[config.mk]
export PLATFORM = sky130hd
export DESIGN_NAME = uart_tx_dma_coalescing_buffer
export DESIGN_NICKNAME = d
export VERILOG_FILES = /design/src/sv/utdc_pkg.sv /design/src/sv/utdc_front.sv /design/src/sv/utdc_back.sv /design/src/sv/uart_tx_dma_coalescing_buffer.sv
export SDC_FILE = /design/constraint.sdc
export NUM_CORES = 1
export LEC_CHECK = 0
export BUFFER_PORTS_ARGS = -buffer_cell sky130_fd_sc_hd__buf_2
export CAP_MARGIN = 20
export CORE_MARGIN = 5
export CORE_UTILIZATION = 30
export CTS_CLUSTER_SIZE = 40
export DETAILED_ROUTE_END_ITERATION = 6
export GPL_ROUTABILITY_DRIVEN = 0
export GPL_TIMING_DRIVEN = 0
export PLACE_DENSITY_LB_ADDON = 0.2
export SLEW_MARGIN = 20
export SYNTH_ARGS = -nofsm -noshare
export SYNTH_HDL_FRONTEND = slang
export SYNTH_SLANG_ARGS = --single-unit
[constraint.sdc]
create_clock -name clock -period 7.31 [get_ports clock]
set_clock_uncertainty 0.05 [all_clocks]
set_input_delay 0 -clock clock [delete_from_list [all_inputs] [get_ports clock]]
set_output_delay 0 -clock clock [all_outputs]
set_load 0.005 [all_outputs]
[src/sv/utdc_pkg.sv]
`timescale 1ns / 1ps
// ----------------------------------------------------------------------------
// utdc_pkg
// Shared types and constants of the transmit coalescing ring.
// ----------------------------------------------------------------------------
package utdc_pkg;

   typedef enum logic [1:0] {
      FUNC_WRITE = 2'd0,
      FUNC_TICK  = 2'd1,
      FUNC_DONE  = 2'd2,
      FUNC_FETCH = 2'd3
   } func_type;

   typedef enum logic [1:0] {
      KIND_ACK     = 2'd0,
      KIND_BURST   = 2'd1,
      KIND_DRAINED = 2'd2,
      KIND_FETCH   = 2'd3
   } kind_type;

   // ring size; burst and fetch fields are sized for it
   localparam int          RING_DEPTH          = 128;

   localparam int          CSR_IDX_W           = 2;
   localparam int          CSR_DATA_W          = 8;
   localparam logic [1:0]  CSR_FLUSH_THRESHOLD = 2'd0;
   localparam logic [1:0]  CSR_IDLE_TIMEOUT    = 2'd1;
   localparam logic [1:0]  CSR_RETRY_TIMEOUT   = 2'd2;

   localparam logic [7:0]  THRESHOLD_RESET     = 8'd64;
   localparam logic [7:0]  IDLE_RESET          = 8'd2;
   localparam logic [7:0]  RETRY_RESET         = 8'd3;

   localparam int          FETCH_IDX_W         = 7;
   localparam int          FETCH_SPAN          = 1 << FETCH_IDX_W;

   // result queue between front and back
   localparam int          Q_DEPTH             = 4;
   localparam int          Q_PTR_W             = 2;
   localparam int          Q_CNT_W             = 3;

   // one queue entry holds every result of one word; two marks an ack
   // that is followed by a burst
   typedef struct packed {
      kind_type    kind;
      logic        accepted;
      logic [6:0]  burst_start;
      logic [7:0]  burst_length;
      logic [7:0]  fetch_byte;
      logic        two;
   } entry_type;

   typedef struct packed {
      logic        valid;
      entry_type   entry;
   } push_type;

   typedef struct packed {
      logic [Q_CNT_W-1:0] count;
   } back_status_type;

endpackage

[src/sv/utdc_front.sv]
`timescale 1ns / 1ps
// ----------------------------------------------------------------------------
// utdc_front
// Accepts words, updates ring and flush state, stores bytes and issues
// at most one result entry per word into the result queue.
// ----------------------------------------------------------------------------
module utdc_front (
   input  logic                             clock,
   input  logic                             reset,
   input  logic                             take,
   input  logic [1:0]                       func,
   input  logic [7:0]                       byte_value,
   input  logic                             last_of_write,
   input  logic [utdc_pkg::FETCH_IDX_W-1:0] fetch_index,
   input  logic                             csr_write,
   input  logic [utdc_pkg::CSR_IDX_W-1:0]   csr_index,
   input  logic [utdc_pkg::CSR_DATA_W-1:0]  csr_data,
   output utdc_pkg::push_type               push
);

   localparam int RING_DEPTH = utdc_pkg::RING_DEPTH;
   localparam int AW = (RING_DEPTH > 1) ? $clog2(RING_DEPTH) : 1;
   localparam int CW = $clog2(RING_DEPTH + 1);
   localparam int SW = CW + 1;
   localparam int MW = (CW > 8) ? CW : 8;

   logic [AW-1:0] head_ff, head_in;
   logic [CW-1:0] pend_ff, pend_in;
   logic          busy_ff, busy_in;
   logic          wrap_ff, wrap_in;
   logic [CW-1:0] wlen_ff, wlen_in;
   logic          armed_ff, armed_in;
   logic [7:0]    ticks_ff, ticks_in;
   logic [7:0]    thr_ff, idle_ff, retry_ff;

   logic [7:0]    ring_mem [RING_DEPTH];
   logic [7:0]    rdata_ff;
   logic          s1_valid_ff;
   utdc_pkg::entry_type s1_entry_ff;

   logic [AW-1:0] fidx_tab [utdc_pkg::FETCH_SPAN];

   // fetch index folded into the ring
   for (genvar g = 0; g < utdc_pkg::FETCH_SPAN; g++) begin : g_fold
      assign fidx_tab[g] = AW'(g % RING_DEPTH);
   end

   logic [SW-1:0] wsum;
   logic [AW-1:0] widx;
   logic          can_store;

   assign wsum      = SW'(head_ff) + SW'(pend_ff);
   assign widx      = (wsum >= SW'(RING_DEPTH)) ? AW'(wsum - SW'(RING_DEPTH)) : AW'(wsum);
   assign can_store = pend_ff < CW'(RING_DEPTH);

   // per-word decode
   logic          mem_we;
   logic          do_flush;
   logic          produce;
   logic [CW-1:0] mid_pend;
   logic          mid_busy;
   logic          base_armed;
   logic [7:0]    base_ticks;
   utdc_pkg::entry_type base_entry;

   always_comb begin
      mem_we     = 1'b0;
      do_flush   = 1'b0;
      produce    = 1'b0;
      mid_pend   = pend_ff;
      mid_busy   = busy_ff;
      base_armed = armed_ff;
      base_ticks = ticks_ff;
      base_entry = '0;
      unique case (utdc_pkg::func_type'(func))
         utdc_pkg::FUNC_WRITE: begin
            base_armed      = 1'b0;
            base_ticks      = 8'd0;
            produce         = 1'b1;
            base_entry.kind = utdc_pkg::KIND_ACK;
            if (can_store) begin
               mem_we              = take;
               mid_pend            = pend_ff + CW'(1);
               base_entry.accepted = 1'b1;
            end
            if (last_of_write) begin
               if (MW'(mid_pend) > MW'(thr_ff)) begin
                  do_flush = 1'b1;
               end else begin
                  base_armed = 1'b1;
                  base_ticks = idle_ff;
               end
            end
         end
         utdc_pkg::FUNC_TICK: begin
            if (armed_ff) begin
               if (ticks_ff <= 8'd1) begin
                  do_flush = 1'b1;
               end else begin
                  base_ticks = ticks_ff - 8'd1;
               end
            end
         end
         utdc_pkg::FUNC_DONE: begin
            mid_busy = 1'b0;
            if (wrap_ff) begin
               do_flush = 1'b1;
            end else begin
               produce         = 1'b1;
               base_entry.kind = utdc_pkg::KIND_DRAINED;
            end
         end
         utdc_pkg::FUNC_FETCH: begin
            produce         = 1'b1;
            base_entry.kind = utdc_pkg::KIND_FETCH;
         end
      endcase
   end

   // flush engine, works on the state left by the decode above
   logic          fl_armed;
   logic [7:0]    fl_ticks;
   logic          fl_busy;
   logic          fl_wrap;
   logic [CW-1:0] fl_wlen;
   logic [AW-1:0] fl_head;
   logic [CW-1:0] fl_pend;
   logic          fl_burst;
   logic [AW-1:0] fl_start;
   logic [CW-1:0] fl_len;
   logic [SW-1:0] fsum;
   logic [CW-1:0] to_top;

   assign fsum   = SW'(head_ff) + SW'(mid_pend);
   assign to_top = CW'(SW'(RING_DEPTH) - SW'(head_ff));

   always_comb begin
      fl_armed = 1'b0;
      fl_ticks = 8'd0;
      fl_busy  = mid_busy;
      fl_wrap  = wrap_ff;
      fl_wlen  = wlen_ff;
      fl_head  = head_ff;
      fl_pend  = mid_pend;
      fl_burst = 1'b0;
      fl_start = '0;
      fl_len   = '0;
      priority if (mid_busy) begin
         fl_armed = 1'b1;
         fl_ticks = retry_ff;
      end else if (wrap_ff) begin
         // second half of a wrapped run starts at index 0
         fl_busy  = 1'b1;
         fl_wrap  = 1'b0;
         fl_burst = 1'b1;
         fl_len   = wlen_ff;
      end else if (mid_pend != '0) begin
         fl_burst = 1'b1;
         fl_busy  = 1'b1;
         fl_pend  = '0;
         fl_start = head_ff;
         if (fsum > SW'(RING_DEPTH)) begin
            fl_len  = to_top;
            fl_wrap = 1'b1;
            fl_wlen = mid_pend - to_top;
         end else begin
            fl_len = mid_pend;
         end
         fl_head = (fsum >= SW'(RING_DEPTH)) ? AW'(fsum - SW'(RING_DEPTH)) : AW'(fsum);
      end else begin
         fl_burst = 1'b0;
      end
   end

   // merge
   logic                produce_all;
   utdc_pkg::entry_type entry;

   always_comb begin
      armed_in    = base_armed;
      ticks_in    = base_ticks;
      busy_in     = mid_busy;
      wrap_in     = wrap_ff;
      wlen_in     = wlen_ff;
      head_in     = head_ff;
      pend_in     = mid_pend;
      produce_all = produce;
      entry       = base_entry;
      if (do_flush) begin
         armed_in           = fl_armed;
         ticks_in           = fl_ticks;
         busy_in            = fl_busy;
         wrap_in            = fl_wrap;
         wlen_in            = fl_wlen;
         head_in            = fl_head;
         pend_in            = fl_pend;
         entry.burst_start  = 7'(fl_start);
         entry.burst_length = 8'(fl_len);
         if (utdc_pkg::func_type'(func) == utdc_pkg::FUNC_WRITE) begin
            entry.two = fl_burst;
         end else begin
            produce_all = fl_burst;
            entry.kind  = utdc_pkg::KIND_BURST;
         end
      end
   end

   always_ff @(posedge clock) begin
      if (reset) begin
         head_ff     <= '0;
         pend_ff     <= '0;
         busy_ff     <= 1'b0;
         wrap_ff     <= 1'b0;
         wlen_ff     <= '0;
         armed_ff    <= 1'b0;
         ticks_ff    <= 8'd0;
         s1_valid_ff <= 1'b0;
      end else begin
         s1_valid_ff <= take && produce_all;
         if (take) begin
            head_ff  <= head_in;
            pend_ff  <= pend_in;
            busy_ff  <= busy_in;
            wrap_ff  <= wrap_in;
            wlen_ff  <= wlen_in;
            armed_ff <= armed_in;
            ticks_ff <= ticks_in;
         end
      end
   end

   always_ff @(posedge clock) begin
      if (reset) begin
         thr_ff   <= utdc_pkg::THRESHOLD_RESET;
         idle_ff  <= utdc_pkg::IDLE_RESET;
         retry_ff <= utdc_pkg::RETRY_RESET;
      end else if (csr_write) begin
         unique case (csr_index)
            utdc_pkg::CSR_FLUSH_THRESHOLD: thr_ff   <= csr_data;
            utdc_pkg::CSR_IDLE_TIMEOUT:    idle_ff  <= csr_data;
            utdc_pkg::CSR_RETRY_TIMEOUT:   retry_ff <= csr_data;
            default: ;
         endcase
      end
   end

   always_ff @(posedge clock) begin
      s1_entry_ff <= entry;
      if (mem_we) begin
         ring_mem[widx] <= byte_value;
      end
      rdata_ff <= ring_mem[fidx_tab[fetch_index]];
   end

   always_comb begin
      push.valid = s1_valid_ff;
      push.entry = s1_entry_ff;
      push.entry.fetch_byte =
         (s1_entry_ff.kind == utdc_pkg::KIND_FETCH) ? rdata_ff : 8'd0;
   end

endmodule

[src/sv/utdc_back.sv]
`timescale 1ns / 1ps
// ----------------------------------------------------------------------------
// utdc_back
// Result queue and output sequencer: unpacks each entry into one or two
// result words on the response channel.
// ----------------------------------------------------------------------------
module utdc_back (
   input  logic                       clock,
   input  logic                       reset,
   input  utdc_pkg::push_type         push,
   output logic                       rsp_valid,
   input  logic                       rsp_stall,
   output logic [1:0]                 rsp_kind,
   output logic                       rsp_accepted,
   output logic [6:0]                 rsp_burst_start,
   output logic [7:0]                 rsp_burst_length,
   output logic [7:0]                 rsp_fetch_byte,
   output logic                       rsp_last,
   output utdc_pkg::back_status_type  status
);

   utdc_pkg::entry_type q_mem [utdc_pkg::Q_DEPTH];
   logic [utdc_pkg::Q_PTR_W-1:0] wp_ff, rp_ff;
   logic [utdc_pkg::Q_CNT_W-1:0] count_ff, count_in;
   logic                         phase_ff;

   utdc_pkg::entry_type head;
   logic                fire;
   logic                pop;
   logic                is_burst;

   assign head      = q_mem[rp_ff];
   assign rsp_valid = count_ff != '0;
   assign fire      = rsp_valid && !rsp_stall;
   assign pop       = fire && (phase_ff || !head.two);
   assign is_burst  = head.kind == utdc_pkg::KIND_BURST;
   assign count_in  = count_ff + utdc_pkg::Q_CNT_W'(push.valid)
                               - utdc_pkg::Q_CNT_W'(pop);

   always_comb begin
      if (phase_ff) begin
         rsp_kind         = utdc_pkg::KIND_BURST;
         rsp_accepted     = 1'b0;
         rsp_burst_start  = head.burst_start;
         rsp_burst_length = head.burst_length;
         rsp_fetch_byte   = 8'd0;
         rsp_last         = 1'b1;
      end else begin
         rsp_kind         = head.kind;
         rsp_accepted     = head.accepted;
         rsp_burst_start  = is_burst ? head.burst_start : 7'd0;
         rsp_burst_length = is_burst ? head.burst_length : 8'd0;
         rsp_fetch_byte   = head.fetch_byte;
         rsp_last         = !head.two;
      end
   end

   always_ff @(posedge clock) begin
      if (reset) begin
         wp_ff    <= '0;
         rp_ff    <= '0;
         count_ff <= '0;
         phase_ff <= 1'b0;
      end else begin
         count_ff <= count_in;
         if (push.valid) begin
            wp_ff <= wp_ff + utdc_pkg::Q_PTR_W'(1);
         end
         if (pop) begin
            rp_ff    <= rp_ff + utdc_pkg::Q_PTR_W'(1);
            phase_ff <= 1'b0;
         end else if (fire) begin
            phase_ff <= 1'b1;
         end
      end
   end

   always_ff @(posedge clock) begin
      if (push.valid) begin
         q_mem[wp_ff] <= push.entry;
      end
   end

   assign status.count = count_ff;

endmodule

[src/sv/uart_tx_dma_coalescing_buffer.sv]
`timescale 1ns / 1ps
// ----------------------------------------------------------------------------
// uart_tx_dma_coalescing_buffer
// Transmit byte ring that coalesces writes into DMA bursts.
// ----------------------------------------------------------------------------
// A request's first result word passes the front stage register (with
// the registered ring read) and then the result queue. Throughput: one
// request per cycle while req_stall is low; a write that flushes at once yields
// two result words, so the response port then sets the pace. Queue: 4 entries.
// Reset: synchronous; state and queue cleared, config back to defaults,
// requests stalled, ring contents are kept and not swept.
module uart_tx_dma_coalescing_buffer (
   input  logic        clock,
   input  logic        reset,
   input  logic        req_valid,
   output logic        req_stall,
   input  logic [1:0]  req_func,
   input  logic [7:0]  req_byte_value,
   input  logic        req_last_of_write,
   input  logic [6:0]  req_fetch_index,
   output logic        rsp_valid,
   input  logic        rsp_stall,
   output logic [1:0]  rsp_kind,
   output logic        rsp_accepted,
   output logic [6:0]  rsp_burst_start,
   output logic [7:0]  rsp_burst_length,
   output logic [7:0]  rsp_fetch_byte,
   output logic        rsp_last,
   input  logic        csr_write,
   input  logic [1:0]  csr_index,
   input  logic [7:0]  csr_data
);

   utdc_pkg::push_type        push;
   utdc_pkg::back_status_type status;
   logic                      take;

   // room for the entry in the front stage plus the new word
   assign req_stall = reset ||
                      ((status.count + utdc_pkg::Q_CNT_W'(push.valid))
                       >= utdc_pkg::Q_CNT_W'(utdc_pkg::Q_DEPTH));
   assign take      = req_valid && !req_stall;

   utdc_front u_front (
      .clock         (clock),
      .reset         (reset),
      .take          (take),
      .func          (req_func),
      .byte_value    (req_byte_value),
      .last_of_write (req_last_of_write),
      .fetch_index   (req_fetch_index),
      .csr_write     (csr_write),
      .csr_index     (csr_index),
      .csr_data      (csr_data),
      .push          (push)
   );

   utdc_back u_back (
      .clock            (clock),
      .reset            (reset),
      .push             (push),
      .rsp_valid        (rsp_valid),
      .rsp_stall        (rsp_stall),
      .rsp_kind         (rsp_kind),
      .rsp_accepted     (rsp_accepted),
      .rsp_burst_start  (rsp_burst_start),
      .rsp_burst_length (rsp_burst_length),
      .rsp_fetch_byte   (rsp_fetch_byte),
      .rsp_last         (rsp_last),
      .status           (status)
   );

   a_no_overflow: assert property (@(posedge clock) disable iff (reset)
      push.valid |-> status.count < utdc_pkg::Q_CNT_W'(utdc_pkg::Q_DEPTH))
      else $error("result queue overflow");

   a_burst_follows: assert property (@(posedge clock) disable iff (reset)
      (rsp_valid && !rsp_stall && !rsp_last)
      |=> (rsp_valid && rsp_kind == utdc_pkg::KIND_BURST))
      else $error("ack with follow-on burst not followed by burst");

   a_reset_empty: assert property (@(posedge clock)
      reset |=> !rsp_valid)
      else $error("response valid right after reset");

endmodule
==> impl_metrics.py <==
metrics = {
    "cells_and_area": {
        "seqCellArea_um2": 35900,
        "final_layout_size_suffix_gt1_frac": 0.212,
        "fin_nets": 2861,
        "area_growth_pct": 16.2,
        "design_area_um2": 57100,
        "multi_input_area_um2": 12600,
        "nFillCells": 15187,
    },
    "die": {
        "die_h_um": 415,
        "row_count": 148,
        "core_um2": 163000,
        "start_util": 0.302,
        "fp.dieW_um": 415,
        "dieArea_um2": 172000,
        "num_io_pins": 62,
    },
    "sta": {
        "fin_tns_setup_ns": 0,
        "fmax_mhz": 208,
        "hold_violations": 0,
        "grt_setup_unrepaired": "false",
        "slew_headroom": 0.294,
        "fin_crit_ns": 4.81,
        "setup_viol": 0,
        "fin_crit_sh": 0.659,
        "slew_viol_final": 0,
        "hold_slack_ns": 0.0700,
        "tightest_slew_ns": 1.06,
    },
    "cts": {
        "h-tree-depth": 4,
        "clock_sinks": 1228,
        "clkLatencyLatePin_ns": 0.75,
        "clk_pin_slew_ns": 0.06,
        "root_buffer": "clkbuf_16",
        "numCtsBuffers": 130,
        "clock_path_buffers": 3,
        "cts_tree": "built",
    },
    "worst_setup_path": {
        "slowest_stage": "nor2_1",
        "crit_start": "u_front.s1_valid_ff",
        "worstPathArrival_ns": 5.14,
        "worst-r2r-cell-count": 10,
        "start_kind": "flop",
        "rrSetupSlack_ns": 2.50,
        "critPathKind": "flop to flop",
        "required_ns": 7.63,
        "worstReg2RegStart": "u_front.s1_valid_ff",
        "slowest_delay_ns": 0.85,
        "r2r_end": "u_front.ring_mem[105][4]",
        "cp-endpoint": "u_front.ring_mem[105][4]",
        "cp_max_fo": 10,
        "path_cells": "ha_1 -> ha_1 -> xor2_1 -> nor2_1 -> and2_1 -> clkbuf_1 -> nand3_1 -> nor3_1 -> nand2_1 -> nor2_1",
        "cp-end-kind": "flop",
    },
    "synth": {
        "synth_top_cell_by_area": "edfxtp_1",
        "synth_area_um2": 49100,
        "ys.flop_type": "edfxtp_1",
        "synth-warning-count": 0,
        "syn-instance-count": 2541,
        "ys_seq_area_frac": 0.731,
        "syn-num-nets": 2622,
        "synth.most_common_cell": "edfxtp_1",
        "async_reset_ff_frac": 0,
        "synth-edff-count": 1132,
        "postSynthAreaPerCell_um2": 19.3,
        "ys_ff_latch": 1228,
        "synthTopCellsByArea": "edfxtp_1 (69%), mux4_2 (14%), dfxtp_1 (3.9%)",
        "synth_common_cells": "edfxtp_1 (1132), mux4_2 (314), nor2_1 (206)",
        "synth.distinct_cells": 66,
        "synthDominantCellAreaShare": 0.692,
    },
    "detailed_routing": {
        "drt-total-wl_um": 127000,
        "route.met2.wl_um": 61800,
        "top_layer": "met4",
        "route.met3.wl_um": 7670,
        "drt_drc_violations_left": 0,
        "ant_nets": 0,
        "first_pass_iters": 5,
        "via_per_inst": 4.95,
        "drtIter0Drc": 2219,
        "met1_length_um": 54900,
        "vias": 25007,
        "wl_per_cell_um": 25.2,
    },
    "power_and_ir_drop": {
        "peakVddDrop_v": 0.000224,
        "power_frac_seq": 0.511,
        "power.switching_mw": 3.27,
        "power.share.combinational": 0.057,
        "p_int_mw": 11.8,
        "powerDensity_nw_per_um2": 264,
        "netSwitchingFraction": 0.217,
        "p_leak_nw": 18.4,
        "p_clk_frac": 0.432,
    },
    "global_routing": {
        "grt_max_degree": 101,
        "first_global_vias": 26086,
        "grt_pass1_wl_um": 185000,
        "grt_usage": 0.146,
        "grt_antenna_before_repair": 2,
        "grt-ovfl-total": 0,
    },
    "worst_hold_path": {
        "hp-class": "primary input to flop",
    },
    "run": {
        "cap_violations": 0,
    },
    "place": {
        "post-dp-hpwl_um": 86900,
        "port_buffers": 56,
        "dpl_cell_area_um2": 52500,
    },
    "run_status": {
        "status": "finished clean",
    },
}
-- sequential cells by signal, indices dropped and copies added, names as in the netlist, 2 cells and up, named ones only --
signal / flops
u_front.ring_mem: 1024
u_back.q_mem: 108
u_front.push: 19
u_front.idle_ff: 8
u_front.pend_ff: 8
u_front.rdata_ff: 8
u_front.retry_ff: 8
u_front.thr_ff: 8
u_front.ticks_ff: 8
u_front.wlen_ff: 8
u_front.head_ff: 7
u_back.status: 3
u_back.rp_ff: 2
u_back.wp_ff: 2
-- placed cells by master (no fill, tap or decap), drive strengths merged, types with 5 or more instances in the layout --
| cell | synthesis | routed |
|---|---|---|
| edfxtp | 1132 | 1132 |
| mux4 | 314 | 314 |
| clkbuf | 86 | 241 |
| nor2 | 206 | 206 |
| buf | 48 | 116 |
| mux2i | 99 | 99 |
| dfxtp | 96 | 96 |
| nand2 | 89 | 89 |
| clkinv | 1 | 53 |
| ha | 45 | 45 |
| a21oi | 41 | 41 |
| inv | 34 | 40 |
| dlygate4sd3 | 0 | 39 |
| and3 | 31 | 31 |
| nand3 | 28 | 28 |
| xnor2 | 26 | 26 |
| a22oi | 25 | 25 |
| xor2 | 23 | 23 |
| nor2b | 22 | 22 |
| and2 | 16 | 16 |
| nor3 | 15 | 15 |
| nand2b | 13 | 13 |
| o21ai | 13 | 13 |
| bufinv | 0 | 12 |
| a31oi | 11 | 11 |
| a22o | 11 | 11 |
| mux2 | 10 | 10 |
| nand3b | 9 | 9 |
| o2111ai | 8 | 8 |
| a311oi | 8 | 8 |
| a21o | 7 | 7 |
| a211o | 6 | 6 |
| clkinvlp | 0 | 6 |
| nand4 | 5 | 5 |
| or3 | 5 | 5 |
-- critical path: cells and delay by family (launching register included) --
kind,cells,cell delay (ns)
AND/OR/NAND/NOR,6,2.98
buffers and inverters,1,0.46
adder cells (fa/ha/maj),2,0.41
flip-flops,1,0.38
XOR/XNOR,1,0.16
-- layout make-up --
cell class / count / area share
clock inverters: 76 / 0.0136
well taps: 2175 / 0.0477
flip-flops and latches: 1228 / 0.629
multi-input cells: 1144 / 0.220
repair buffers: 107 / 0.0179
clock buffers: 155 / 0.0601
plain buffers: 134 / 0.00927
diodes: 2 / 0.0000877
inverters: 35 / 0.00230
-- per-stage QoR --
stage	worst slack (ns)	std cells	util	power, mW
after floorplan	3.73	2541	-	8.31
after global placement	2.63	4772	0.320	8.69
after global routing	2.31	5054	0.351	15.6
after CTS	2.57	5054	0.351	15.3
after detailed placement	2.55	4784	0.322	8.71
final	2.50	5056	0.351	15.1
-- worst min-delay path by stage --
stage,cells past startpoint,to,start,slack (ns)
floorplan,0,u_front.ring_mem[0][0],req_byte_value[0],0.05
global placement,2,u_front.thr_ff[6],csr_data[6],0.23
detailed placement,2,u_front.thr_ff[6],csr_data[6],0.23
CTS,4,u_front.retry_ff[4],csr_data[4],0.006
global route,4,u_front.retry_ff[6],csr_data[6],0.06
finish,4,u_front.retry_ff[6],csr_data[6],0.07
-- kinds of logic after synthesis --
family | share of synthesized area
compound gates | 0.0241
xor+xnor | 0.00874
fa+ha+maj | 0.0127
buf+inv | 0.0134
flops | 0.731
mux | 0.166
simple gates | 0.0436
-- power by group through the flow --
stage	clock (mW)	sequential (mW)	combinational, mW
floorplan	0	7.85	0.460
global placement	0	7.87	0.820
detailed placement	0	7.86	0.855
CTS	6.69	7.71	0.876
global route	7.00	7.71	0.924
finish	6.53	7.71	0.858
-- metal layers --
metal,track usage,vias to the layer above
li1,-,10799
met1,0.197,13217
met2,0.241,798
met3,0.0334,193
met4,0.0380,0
met5,0,-
-- what timing repair did --
item,CTS,global route
resized for setup,0,0
hold buffers,39,0
buffers inserted,0,0
hold endpoints to repair,1091,0
No activity file was read; power rests on OpenSTA's default activity.
